<file path="config.mk">
export PLATFORM = sky130hd
export DESIGN_NAME = rtp_reorder_buffer_core_flat
export DESIGN_NICKNAME = d
export VERILOG_FILES = /design/src/rtl/rtpr_pkg.sv /design/src/rtl/rtpr_in_if.sv /design/src/rtl/rtpr_out_if.sv /design/src/rtl/rtpr_table.sv /design/src/rtl/rtpr_scan_unit.sv /design/src/rtl/rtp_reorder_buffer_core.sv /design/src/flat_wrapper.sv
export SDC_FILE = /design/constraint.sdc
export NUM_CORES = 2
export LEC_CHECK = 0
export ABC_AREA = 0
export BUFFER_PORTS_ARGS = -buffer_cell sky130_fd_sc_hd__buf_2
export CORE_MARGIN = 4
export CORE_UTILIZATION = 30
export DETAILED_ROUTE_END_ITERATION = 8
export PLACE_DENSITY = 0.53
export REMOVE_ABC_BUFFERS = 1
export SLEW_MARGIN = 20
export SYNTH_ARGS = -nofsm -noshare
export SYNTH_HDL_FRONTEND = slang
export SYNTH_SLANG_ARGS = --single-unit
</file>
<file path="constraint.sdc">
create_clock -name clk -period 20.5 [get_ports clk]
set_input_delay 2.05 -clock clk [delete_from_list [all_inputs] [get_ports clk]]
set_output_delay 2.05 -clock clk [all_outputs]
set_load 0.01 [all_outputs]
</file>
<file path="src/rtl/rtpr_pkg.sv">
// ----------------------------------------------------------------------------
// rtpr_pkg
// Shared types and constants for the RTP reorder buffer.
// ----------------------------------------------------------------------------
package rtpr_pkg;

  localparam int DEPTH_DEFAULT       = 64;
  localparam int HANDLE_BITS_DEFAULT = 8;

  localparam int SEQ_W    = 16;
  localparam int TIME_W   = 32;
  localparam int PT_W     = 7;
  localparam int HANDLE_W = 8;
  localparam int OCC_W    = 7;
  localparam int STAT_W   = 3;

  localparam logic [31:0] MAX_WAIT_RESET = 32'd500;

  // register index, taken from paddr[2]
  localparam logic REG_MAX_WAIT = 1'b0;

  localparam logic KIND_INSERT = 1'b0;
  localparam logic KIND_PULL   = 1'b1;

  typedef enum logic [STAT_W-1:0] {
    ST_STORED   = 3'd0,
    ST_REPLACED = 3'd1,
    ST_WRONG_PT = 3'd2,
    ST_FULL     = 3'd3,
    ST_IN_ORDER = 3'd4,
    ST_SKIP     = 3'd5,
    ST_NONE     = 3'd6
  } status_t;

  // outcome of comparing one table entry against the current keys
  typedef struct packed {
    logic seq_hit;   // valid and sequence number equals the key
    logic take_min;  // valid and beats the running minimum
  } scan_cmp_t;

endpackage

</file>
<file path="src/rtl/rtpr_in_if.sv">
// ----------------------------------------------------------------------------
// rtpr_in_if
// Input channel: insert and pull transactions with valid/ready handshake.
// ----------------------------------------------------------------------------
interface rtpr_in_if;
  logic        valid;
  logic        ready;
  logic        kind;
  logic [15:0] seq_no;
  logic [31:0] timestamp;
  logic [6:0]  payload_type;
  logic [7:0]  buffer_handle;
  logic [31:0] time_bound;
  logic [31:0] elapsed;

  modport source (
    output valid, kind, seq_no, timestamp, payload_type, buffer_handle,
           time_bound, elapsed,
    input  ready
  );

  modport sink (
    input  valid, kind, seq_no, timestamp, payload_type, buffer_handle,
           time_bound, elapsed,
    output ready
  );
endinterface

</file>
<file path="src/rtl/rtpr_out_if.sv">
// ----------------------------------------------------------------------------
// rtpr_out_if
// Result channel: one result transaction per input transaction.
// ----------------------------------------------------------------------------
interface rtpr_out_if;
  logic        valid;
  logic        ready;
  logic [2:0]  status;
  logic [15:0] out_seq;
  logic [31:0] out_timestamp;
  logic [7:0]  out_handle;
  logic [6:0]  occupancy;

  modport source (
    output valid, status, out_seq, out_timestamp, out_handle, occupancy,
    input  ready
  );

  modport sink (
    input  valid, status, out_seq, out_timestamp, out_handle, occupancy,
    output ready
  );
endinterface

</file>
<file path="src/rtl/rtpr_table.sv">
// ----------------------------------------------------------------------------
// rtpr_table
// Entry store: one write port, one read port with registered read data.
// ----------------------------------------------------------------------------
module rtpr_table #(
  parameter int DEPTH = rtpr_pkg::DEPTH_DEFAULT,
  parameter int WIDTH = 56,
  localparam int AW   = (DEPTH > 1) ? $clog2(DEPTH) : 1
) (
  input  logic             clk,
  input  logic             we,
  input  logic [AW-1:0]    waddr,
  input  logic [WIDTH-1:0] wdata,
  input  logic [AW-1:0]    raddr,
  output logic [WIDTH-1:0] rdata
);

  logic [WIDTH-1:0] mem [DEPTH];
  logic [WIDTH-1:0] rdata_r;

  always_ff @(posedge clk) begin
    if (we) begin
      mem[waddr] <= wdata;
    end
  end

  always_ff @(posedge clk) begin
    rdata_r <= mem[raddr];
  end

  assign rdata = rdata_r;

endmodule

</file>
<file path="src/rtl/rtpr_scan_unit.sv">
// ----------------------------------------------------------------------------
// rtpr_scan_unit
// Shared compare unit: checks one entry per cycle for a sequence match and
// for a new minimum timestamp.
// ----------------------------------------------------------------------------
module rtpr_scan_unit (
  input  logic                       ent_valid,
  input  logic [rtpr_pkg::SEQ_W-1:0]  ent_seq,
  input  logic [rtpr_pkg::TIME_W-1:0] ent_time,
  input  logic [rtpr_pkg::SEQ_W-1:0]  key_seq,
  input  logic [rtpr_pkg::TIME_W-1:0] lim,
  input  logic                       best_ok,
  input  logic [rtpr_pkg::SEQ_W-1:0]  best_seq,
  output rtpr_pkg::scan_cmp_t        cmp
);

  logic t_less;
  logic t_tie;

  assign t_less = ent_time < lim;
  // equal timestamp only wins once a candidate exists, on lower sequence
  assign t_tie  = best_ok && (ent_time == lim) && (ent_seq < best_seq);

  assign cmp.seq_hit  = ent_valid && (ent_seq == key_seq);
  assign cmp.take_min = ent_valid && (t_less || t_tie);

endmodule

</file>
<file path="src/rtl/rtp_reorder_buffer_core.sv">
// ----------------------------------------------------------------------------
// rtp_reorder_buffer_core
// Reorder table for RTP packets keyed by sequence number.
// ----------------------------------------------------------------------------
// Usage:
//   in_ch  : insert (kind 0) or pull (kind 1) transactions, valid/ready.
//   out_ch : exactly one result transaction per input transaction.
//   cfg_*  : APB-style port, max_wait at byte address 0, pready tied high.
// Each transaction is worked by one sequencer that walks the whole table
// through a single memory read port and one compare unit, one entry a
// cycle. A new transaction is taken only after the previous one has left
// the finish step; an insert with a non-zero payload type skips the scan
// and goes straight to the finish step.
// The result sits in an output register; the next transaction may be taken
// while it waits. If the receiver stalls with a result still held, the
// following transaction finishes its scan and then waits, stalling in_ch.
// Reset (synchronous, rst_n low) empties the table, sets last delivered to
// zero, re-arms the first out-of-order delivery and loads max_wait with 500.
// Entry contents are not cleared; only the valid bits are.
// ----------------------------------------------------------------------------
module rtp_reorder_buffer_core #(
  parameter int DEPTH       = rtpr_pkg::DEPTH_DEFAULT,
  parameter int HANDLE_BITS = rtpr_pkg::HANDLE_BITS_DEFAULT
) (
  input  logic        clk,
  input  logic        rst_n,
  rtpr_in_if.sink     in_ch,
  rtpr_out_if.source  out_ch,
  input  logic        cfg_psel,
  input  logic        cfg_penable,
  input  logic        cfg_pwrite,
  input  logic [2:0]  cfg_paddr,
  input  logic [31:0] cfg_pwdata,
  output logic [31:0] cfg_prdata,
  output logic        cfg_pready
);

  localparam int AW = (DEPTH > 1) ? $clog2(DEPTH) : 1;
  localparam int CW = $clog2(DEPTH + 1);
  localparam int HW = (HANDLE_BITS < rtpr_pkg::HANDLE_W) ? HANDLE_BITS : rtpr_pkg::HANDLE_W;
  localparam int EW = rtpr_pkg::SEQ_W + rtpr_pkg::TIME_W + HW;
  localparam logic [AW-1:0] LAST_IDX = AW'(DEPTH - 1);

  typedef enum logic [2:0] {
    S_IDLE = 3'b001,
    S_SCAN = 3'b010,
    S_FIN  = 3'b100
  } state_t;

  state_t state_r, state_nxt;

  // configuration
  logic [31:0] max_wait_r;
  logic        cfg_wr;

  // persistent state
  logic [DEPTH-1:0] valid_r;
  logic [CW-1:0]    held_r, held_nxt;
  logic [15:0]      last_delivered_r;
  logic             first_pending_r;

  // captured transaction
  logic        kind_r;
  logic        wrong_pt_r;
  logic        skip_ok_r;
  logic [15:0] key_r;
  logic [31:0] ts_r;
  logic [HW-1:0] hd_r;

  // scan sequencing
  logic [AW-1:0] issue_r;
  logic          issuing_r;
  logic          dv_r;
  logic [AW-1:0] didx_r;

  // scan results
  logic          found_r;
  logic [AW-1:0] found_idx_r;
  logic [31:0]   found_time_r;
  logic [HW-1:0] found_hd_r;
  logic          free_ok_r;
  logic [AW-1:0] free_idx_r;
  logic          best_ok_r;
  logic [AW-1:0] best_idx_r;
  logic [15:0]   best_seq_r;
  logic [31:0]   lim_r;
  logic [HW-1:0] best_hd_r;

  // output register
  logic        out_valid_r;
  logic [2:0]  status_r;
  logic [15:0] oseq_r;
  logic [31:0] otime_r;
  logic [7:0]  ohd_r;
  logic [6:0]  occ_r;

  logic in_acc;
  logic out_free;
  logic fin_go;

  logic [EW-1:0] rd_data;
  logic [15:0]   ent_seq;
  logic [31:0]   ent_time;
  logic [HW-1:0] ent_hd;
  logic          ent_valid;
  rtpr_pkg::scan_cmp_t cmp;

  // finish decisions
  rtpr_pkg::status_t res_status;
  logic          res_del;
  logic [AW-1:0] res_del_idx;
  logic [15:0]   res_seq;
  logic [31:0]   res_time;
  logic [HW-1:0] res_hd;
  logic          res_wr;
  logic [AW-1:0] res_wr_idx;
  logic          res_set_valid;
  logic          res_skip;

  assign in_ch.ready = (state_r == S_IDLE);
  assign in_acc      = in_ch.valid && in_ch.ready;
  assign out_free    = !out_valid_r || out_ch.ready;
  assign fin_go      = (state_r == S_FIN) && out_free;

  // ---------------------------------------------------------------------------
  // Configuration port
  // ---------------------------------------------------------------------------
  assign cfg_pready = 1'b1;
  assign cfg_wr     = cfg_psel && cfg_penable && cfg_pwrite && cfg_pready;
  assign cfg_prdata = (cfg_paddr[2] == rtpr_pkg::REG_MAX_WAIT) ? max_wait_r : 32'd0;

  always_ff @(posedge clk) begin
    if (!rst_n) begin
      max_wait_r <= rtpr_pkg::MAX_WAIT_RESET;
    end else if (cfg_wr && (cfg_paddr[2] == rtpr_pkg::REG_MAX_WAIT)) begin
      max_wait_r <= cfg_pwdata;
    end
  end

  // ---------------------------------------------------------------------------
  // Table and compare unit
  // ---------------------------------------------------------------------------
  rtpr_table #(
    .DEPTH (DEPTH),
    .WIDTH (EW)
  ) u_table (
    .clk   (clk),
    .we    (fin_go && res_wr),
    .waddr (res_wr_idx),
    .wdata ({key_r, ts_r, hd_r}),
    .raddr (issue_r),
    .rdata (rd_data)
  );

  assign ent_seq   = rd_data[EW-1 -: 16];
  assign ent_time  = rd_data[HW +: 32];
  assign ent_hd    = rd_data[HW-1:0];
  assign ent_valid = valid_r[didx_r];

  rtpr_scan_unit u_scan (
    .ent_valid (ent_valid),
    .ent_seq   (ent_seq),
    .ent_time  (ent_time),
    .key_seq   (key_r),
    .lim       (lim_r),
    .best_ok   (best_ok_r),
    .best_seq  (best_seq_r),
    .cmp       (cmp)
  );

  // ---------------------------------------------------------------------------
  // Sequencer
  // ---------------------------------------------------------------------------
  always_comb begin
    state_nxt = state_r;
    unique case (state_r)
      S_IDLE: begin
        if (in_acc) begin
          if (in_ch.kind == rtpr_pkg::KIND_INSERT && in_ch.payload_type != 7'd0) begin
            state_nxt = S_FIN;
          end else begin
            state_nxt = S_SCAN;
          end
        end
      end
      S_SCAN: begin
        if (dv_r && didx_r == LAST_IDX) begin
          state_nxt = S_FIN;
        end
      end
      S_FIN: begin
        if (out_free) begin
          state_nxt = S_IDLE;
        end
      end
      default: state_nxt = S_IDLE;
    endcase
  end

  always_ff @(posedge clk) begin
    if (!rst_n) begin
      state_r   <= S_IDLE;
      issuing_r <= 1'b0;
      dv_r      <= 1'b0;
    end else begin
      state_r <= state_nxt;
      dv_r    <= (state_r == S_SCAN) && issuing_r;
      if (in_acc) begin
        issuing_r <= 1'b1;
      end else if (state_r == S_SCAN && issue_r == LAST_IDX) begin
        issuing_r <= 1'b0;
      end
    end
  end

  // address walk and capture of the transaction
  always_ff @(posedge clk) begin
    if (in_acc) begin
      issue_r    <= '0;
      kind_r     <= in_ch.kind;
      wrong_pt_r <= (in_ch.payload_type != 7'd0);
      skip_ok_r  <= first_pending_r || (in_ch.elapsed > max_wait_r);
      key_r      <= (in_ch.kind == rtpr_pkg::KIND_PULL) ? last_delivered_r + 16'd1
                                                        : in_ch.seq_no;
      ts_r       <= in_ch.timestamp;
      hd_r       <= in_ch.buffer_handle[HW-1:0];
      lim_r      <= in_ch.time_bound;
      found_r    <= 1'b0;
      free_ok_r  <= 1'b0;
      best_ok_r  <= 1'b0;
    end else begin
      if (state_r == S_SCAN && issuing_r) begin
        issue_r <= issue_r + AW'(1);
      end
      didx_r <= issue_r;
      if (dv_r) begin
        if (cmp.seq_hit && !found_r) begin
          found_r      <= 1'b1;
          found_idx_r  <= didx_r;
          found_time_r <= ent_time;
          found_hd_r   <= ent_hd;
        end
        if (!ent_valid && !free_ok_r) begin
          free_ok_r  <= 1'b1;
          free_idx_r <= didx_r;
        end
        if (cmp.take_min) begin
          best_ok_r  <= 1'b1;
          best_idx_r <= didx_r;
          best_seq_r <= ent_seq;
          lim_r      <= ent_time;
          best_hd_r  <= ent_hd;
        end
      end
    end
  end

  // ---------------------------------------------------------------------------
  // Finish step: decide the result and the table update
  // ---------------------------------------------------------------------------
  always_comb begin
    res_status    = rtpr_pkg::ST_NONE;
    res_del       = 1'b0;
    res_del_idx   = found_idx_r;
    res_seq       = 16'd0;
    res_time      = 32'd0;
    res_hd        = '0;
    res_wr        = 1'b0;
    res_wr_idx    = found_idx_r;
    res_set_valid = 1'b0;
    res_skip      = 1'b0;
    if (kind_r == rtpr_pkg::KIND_INSERT) begin
      if (wrong_pt_r) begin
        res_status = rtpr_pkg::ST_WRONG_PT;
      end else if (found_r) begin
        res_status = rtpr_pkg::ST_REPLACED;
        res_wr     = 1'b1;
      end else if (free_ok_r) begin
        res_status    = rtpr_pkg::ST_STORED;
        res_wr        = 1'b1;
        res_wr_idx    = free_idx_r;
        res_set_valid = 1'b1;
      end else begin
        res_status = rtpr_pkg::ST_FULL;
      end
    end else begin
      if (found_r) begin
        res_status = rtpr_pkg::ST_IN_ORDER;
        res_del    = 1'b1;
        res_seq    = key_r;
        res_time   = found_time_r;
        res_hd     = found_hd_r;
      end else if (skip_ok_r && best_ok_r) begin
        res_status  = rtpr_pkg::ST_SKIP;
        res_del     = 1'b1;
        res_del_idx = best_idx_r;
        res_seq     = best_seq_r;
        res_time    = lim_r;
        res_hd      = best_hd_r;
        res_skip    = 1'b1;
      end
    end
  end

  always_comb begin
    held_nxt = held_r;
    if (res_set_valid) begin
      held_nxt = held_r + CW'(1);
    end else if (res_del) begin
      held_nxt = held_r - CW'(1);
    end
  end

  always_ff @(posedge clk) begin
    if (!rst_n) begin
      valid_r          <= '0;
      held_r           <= '0;
      last_delivered_r <= 16'd0;
      first_pending_r  <= 1'b1;
    end else if (fin_go) begin
      held_r <= held_nxt;
      if (res_set_valid) begin
        valid_r[res_wr_idx] <= 1'b1;
      end
      if (res_del) begin
        valid_r[res_del_idx] <= 1'b0;
        last_delivered_r     <= res_seq;
      end
      if (res_skip) begin
        first_pending_r <= 1'b0;
      end
    end
  end

  // ---------------------------------------------------------------------------
  // Output register
  // ---------------------------------------------------------------------------
  always_ff @(posedge clk) begin
    if (!rst_n) begin
      out_valid_r <= 1'b0;
    end else if (fin_go) begin
      out_valid_r <= 1'b1;
    end else if (out_ch.ready) begin
      out_valid_r <= 1'b0;
    end
  end

  always_ff @(posedge clk) begin
    if (fin_go) begin
      status_r <= res_status;
      oseq_r   <= res_seq;
      otime_r  <= res_time;
      ohd_r    <= 8'(res_hd);
      occ_r    <= 7'(held_nxt);
    end
  end

  assign out_ch.valid         = out_valid_r;
  assign out_ch.status        = status_r;
  assign out_ch.out_seq       = oseq_r;
  assign out_ch.out_timestamp = otime_r;
  assign out_ch.out_handle    = ohd_r;
  assign out_ch.occupancy     = occ_r;

`ifndef SYNTH
  // entry count tracks the valid bits
  a_held_matches_valid: assert property (@(posedge clk) disable iff (!rst_n)
    held_r == CW'($countones(valid_r)))
    else $error("held count differs from number of valid entries");

  a_held_bound: assert property (@(posedge clk) disable iff (!rst_n)
    held_r <= CW'(DEPTH))
    else $error("held count beyond table depth");

  // one transaction at a time in the sequencer
  a_busy_after_accept: assert property (@(posedge clk) disable iff (!rst_n)
    in_acc |=> !in_ch.ready)
    else $error("input accepted while a transaction is in progress");

  // a skip delivery clears the first-pending flag
  a_skip_clears_first: assert property (@(posedge clk) disable iff (!rst_n)
    (fin_go && res_skip) |=> !first_pending_r)
    else $error("first pending flag still set after skip delivery");
`endif

endmodule

</file>
<file path="src/flat_wrapper.sv">
// flat-port wrapper written by rule: the top's interface ports become plain ports
module rtp_reorder_buffer_core_flat 
#(
  parameter int DEPTH       = rtpr_pkg::DEPTH_DEFAULT,
  parameter int HANDLE_BITS = rtpr_pkg::HANDLE_BITS_DEFAULT
)
  (clk, rst_n, cfg_psel, cfg_penable, cfg_pwrite, cfg_paddr, cfg_pwdata, cfg_prdata, cfg_pready, in_ch_valid, in_ch_kind, in_ch_seq_no, in_ch_timestamp, in_ch_payload_type, in_ch_buffer_handle, in_ch_time_bound, in_ch_elapsed, in_ch_ready, out_ch_valid, out_ch_status, out_ch_out_seq, out_ch_out_timestamp, out_ch_out_handle, out_ch_occupancy, out_ch_ready);
  rtpr_in_if in_ch_i ();
  rtpr_out_if out_ch_i ();
  input  logic clk;
  input  logic rst_n;
  input  logic cfg_psel;
  input  logic cfg_penable;
  input  logic cfg_pwrite;
  input  logic [2:0] cfg_paddr;
  input  logic [31:0] cfg_pwdata;
  output logic [31:0] cfg_prdata;
  output logic cfg_pready;
  input wire logic [$bits(in_ch_i.valid)-1:0] in_ch_valid;
  input wire logic [$bits(in_ch_i.kind)-1:0] in_ch_kind;
  input wire logic [$bits(in_ch_i.seq_no)-1:0] in_ch_seq_no;
  input wire logic [$bits(in_ch_i.timestamp)-1:0] in_ch_timestamp;
  input wire logic [$bits(in_ch_i.payload_type)-1:0] in_ch_payload_type;
  input wire logic [$bits(in_ch_i.buffer_handle)-1:0] in_ch_buffer_handle;
  input wire logic [$bits(in_ch_i.time_bound)-1:0] in_ch_time_bound;
  input wire logic [$bits(in_ch_i.elapsed)-1:0] in_ch_elapsed;
  output wire logic [$bits(in_ch_i.ready)-1:0] in_ch_ready;
  output wire logic [$bits(out_ch_i.valid)-1:0] out_ch_valid;
  output wire logic [$bits(out_ch_i.status)-1:0] out_ch_status;
  output wire logic [$bits(out_ch_i.out_seq)-1:0] out_ch_out_seq;
  output wire logic [$bits(out_ch_i.out_timestamp)-1:0] out_ch_out_timestamp;
  output wire logic [$bits(out_ch_i.out_handle)-1:0] out_ch_out_handle;
  output wire logic [$bits(out_ch_i.occupancy)-1:0] out_ch_occupancy;
  input wire logic [$bits(out_ch_i.ready)-1:0] out_ch_ready;
  assign in_ch_i.valid = in_ch_valid;
  assign in_ch_i.kind = in_ch_kind;
  assign in_ch_i.seq_no = in_ch_seq_no;
  assign in_ch_i.timestamp = in_ch_timestamp;
  assign in_ch_i.payload_type = in_ch_payload_type;
  assign in_ch_i.buffer_handle = in_ch_buffer_handle;
  assign in_ch_i.time_bound = in_ch_time_bound;
  assign in_ch_i.elapsed = in_ch_elapsed;
  assign in_ch_ready = in_ch_i.ready;
  assign out_ch_valid = out_ch_i.valid;
  assign out_ch_status = out_ch_i.status;
  assign out_ch_out_seq = out_ch_i.out_seq;
  assign out_ch_out_timestamp = out_ch_i.out_timestamp;
  assign out_ch_out_handle = out_ch_i.out_handle;
  assign out_ch_occupancy = out_ch_i.occupancy;
  assign out_ch_i.ready = out_ch_ready;
  rtp_reorder_buffer_core #(.DEPTH(DEPTH), .HANDLE_BITS(HANDLE_BITS)) u_core (.clk(clk), .rst_n(rst_n), .in_ch(in_ch_i), .out_ch(out_ch_i), .cfg_psel(cfg_psel), .cfg_penable(cfg_penable), .cfg_pwrite(cfg_pwrite), .cfg_paddr(cfg_paddr), .cfg_pwdata(cfg_pwdata), .cfg_prdata(cfg_prdata), .cfg_pready(cfg_pready));
endmodule
</file>
==> results.tsv <==
stage	metric	value	unit
run_status	status	completed	
layout	syn_to_final_growth	15.6	%
setup_path	critPathSlowestCell	nor4_2	
layout	final_util	34.9	%
placement	portBuffers	267	
clock_network	post_cts_resize_count	0	
sta	drv_slew	0	
logic_synthesis	synth_edf_count	3829	
flow_run	cap_violations	0	
setup_path	timing.rr.end	u_core.u_table.rdata[5]$_DFF_P_	
clock_network	htreeDepth	5	
logic_synthesis	yosys_warnings	0	
route	avgRoutedWirePerCell	30.0	um
die	start_util	30.2	%
die	dieArea	0.525	mm^2
setup_path	path_class	in -> reg	
clock_network	cts_setup_buffers	0	
logic_synthesis	yosys.cell_types.count	56	
sta	max_freq	168	MHz
layout	postLayoutCellArea	0.178	mm^2
route	drt-initial-drc-count	9125	
logic_synthesis	synth-main-ff-cell	edfxtp_1	
logic_synthesis	synth_cells	6749	
die	die_h	725	um
clock_network	clk_pin_slew	0.07	ns
sta	tightest_slew	1.19	ns
sta	fin_ws	14.55	ns
global_route	grt_start_max_net_pins	130	
pwr	worst_ir_drop_vdd	0.0000706	V
clock_network	cts-root-buf	clkbuf_16	
die	num_rows	262	
sta	final_hold_viol_count	0	
setup_path	critPathLaunch	out_ch_ready	
global_route	grt_use_total	16.0	%
route	firstDrtPassIters	5	
setup_path	crit_fanout	22	
route	wirelength	432000	um
worst_hold_path	hp-class	reg -> reg	
global_route	grt_pass1_wl	601000	um
sta	rsz0062_at_grt	no	
clock_network	cts.sinks	4020	
route	ant_nets	0	
setup_path	r2r_start	u_core.issue_r[1]$_SDFFE_PP0P_	
setup_path	cp-end-kind	register	
global_route	grt.overflow.total	0	
sta	period_needed	5.95	ns
setup_path	worstPathArrival	6.57	ns
sta	fin_setup_tns	0	ns
logic_synthesis	avgSynthCellArea	22.8	um^2
setup_path	cp-endpoint	u_core.u_table.mem[14][24]$_DFFE_PP_	
placement	hpwl	236000	um
route	via_per_inst	5.16	
placement	pre_cts_ws	13.24	ns
logic_synthesis	ys_seq_area_share	77.1	%
global_route	grt_pass1_vias	75600	
setup_path	path_cells	buf_2 > nand2b_1 > nand2_1 > nor4_2 > nand2_1 > nor2_4 > buf_4 > buf_4	
sta	skew	0.116	ns
layout	nFillCells	46700	
placement	dp.cells	13700	
pwr	power	16.9	mW
setup_path	crit_required	21.13	ns
clock_network	cts.path.max_buffers	4	
setup_path	reg2reg_slack	14.61	ns
placement	place_congestion	0.826	
pwr	power_density	95.1	mW/mm^2
pwr	p_leak	53.6	nW
clock_network	cts_tree	yes	
layout	layout_commonest_cell	edfxtp_1	
logic_synthesis	ys_ff_latch	4020	
clock_network	cts_hold_buf	0	
clock_network	insertion_delay	1.01	ns
logic_synthesis	synth_area	0.154	mm^2
global_route	antenna_found_initial	30	
setup_path	max_stage_delay	0.84	ns
sta	timing.final.crit_share	29.0	%
logic_synthesis	synth_async_sr_flop_share	0	%
layout	stdcell_count	14400	
clock_network	numCtsBuffers	404	
sta	timing.hold.ws	0.441	ns
die	fp.dieW	725	um
sta	maxSlewHeadroom	21.0	%
placement	placed_area	0.165	mm^2
setup_path	r2r_cells	7	
layout	final_nets	7588	
setup_path	startpoint_type	primary input	
layout	layout_common_cells	edfxtp_1, mux4_2, clkbuf_16	
route	drc_errors	0	
die	io_pins	271	
sta	setup_violations	0	
layout	drive_above_1_share	31.6	%
die	core	0.510	mm^2
route	routed-via-count	74400	
## power by group
part	switching, mW	internal [mW]
clock	3.19	4.16
combinational	0.337	0.110
sequential	0.0189	9.12
total	3.55	13.4
## synthesized netlist by cell type (3+ instances only)
cell	n	area, um^2
and2_1	14	87.6
nand3b_1	7	52.6
or3_1	5	31.3
ha_1	83	1040
a31oi_1	9	56.3
mux4_2	1192	26800
buf_2	95	475
a21boi_0	28	210
nand2b_1	7	43.8
and3_1	8	50.1
o21a_1	8	60.1
mux2_2	4	45.0
nor4_1	10	62.6
buf_1	42	158
buf_4	7	52.6
xnor2_1	12	105
nor4b_1	3	26.3
nand3_1	24	120
buf_6	3	33.8
a21o_1	14	105
o21ai_0	94	470
nor3b_1	8	60.1
o221a_2	46	518
o31ai_1	5	37.5
nand4_1	24	150
a211oi_1	3	22.5
a22o_1	10	87.6
clkbuf_1	193	724
edfxtp_1	3829	115000
nor3_1	20	100
o211ai_1	7	52.6
xor2_1	33	289
nand2_1	281	1050
mux2i_1	29	290
dfxtp_1	191	3820
nor2_1	205	769
inv_1	87	327
nor2b_1	29	181
a21oi_1	59	295
## flip-flops by register name (all words and copies together), names as in the netlist, 32 cells and up
register / cells
u_core.valid_r: 64
u_core.lim_r: 32
u_core.out_ch.out_timestamp: 32
u_core.u_table.rdata: 56
u_core.u_table.mem: 3584
u_core.max_wait_r: 32
u_core.ts_r: 32
u_core.found_time_r: 32
## critical path: cells and delay by family
kind / cells / cell delay (ns)
simple gates: 5 / 3.01
buf+inv: 3 / 1.30
## area by class of cell
type                    instances  area, um^2  area share (%)
flip-flops and latches       4020      119000            66.7
multi-input cells            2301       34100            19.1
clock buffers                 554       11100            6.22
well taps                    6732        8420            4.73
repair buffers                520        3320            1.87
clock inverters               196        2050            1.15
inverters                      88         340           0.191
diodes                          6        15.0         0.00843
## worst min-delay path by stage
stage | startpoint | end | slack (ns) | cells past startpoint
floorplan | u_core.u_table.rdata[0]$_DFF_P_ | u_core.best_hd_r[0]$_DFFE_PP_ | 0.40 | 0
global placement | u_core.u_table.rdata[5]$_DFF_P_ | u_core.found_hd_r[5]$_DFFE_PP_ | 0.42 | 0
detailed placement | u_core.u_table.rdata[5]$_DFF_P_ | u_core.found_hd_r[5]$_DFFE_PP_ | 0.41 | 0
CTS | u_core.u_table.rdata[6]$_DFF_P_ | u_core.found_hd_r[6]$_DFFE_PP_ | 0.45 | 0
global route | u_core.u_table.rdata[6]$_DFF_P_ | u_core.best_hd_r[6]$_DFFE_PP_ | 0.46 | 0
finish | u_core.u_table.rdata[3]$_DFF_P_ | u_core.found_hd_r[3]$_DFFE_PP_ | 0.44 | 0
## metal layers
layer,GRT usage (%),up-vias,share of wire [%]
li1,-,29700,-
met1,22.8,41000,43
met2,25.4,3035,47
met3,2.80,589,7.5
met4,3.82,14,2.4
met5,0,-,0.020
## kinds of logic after synthesis
family	Yosys count	synth area share [%]
other	1	0.00243
muxes	1225	17.6
AOI/OAI and AO/OA	294	1.30
and+or+nand+nor	653	1.86
xor gates and xnor gates	45	0.256
adders and majority gates	83	0.674
DFF	4020	77.1
buffers and inverters	428	1.15
(Power assumes the default switching activity.)
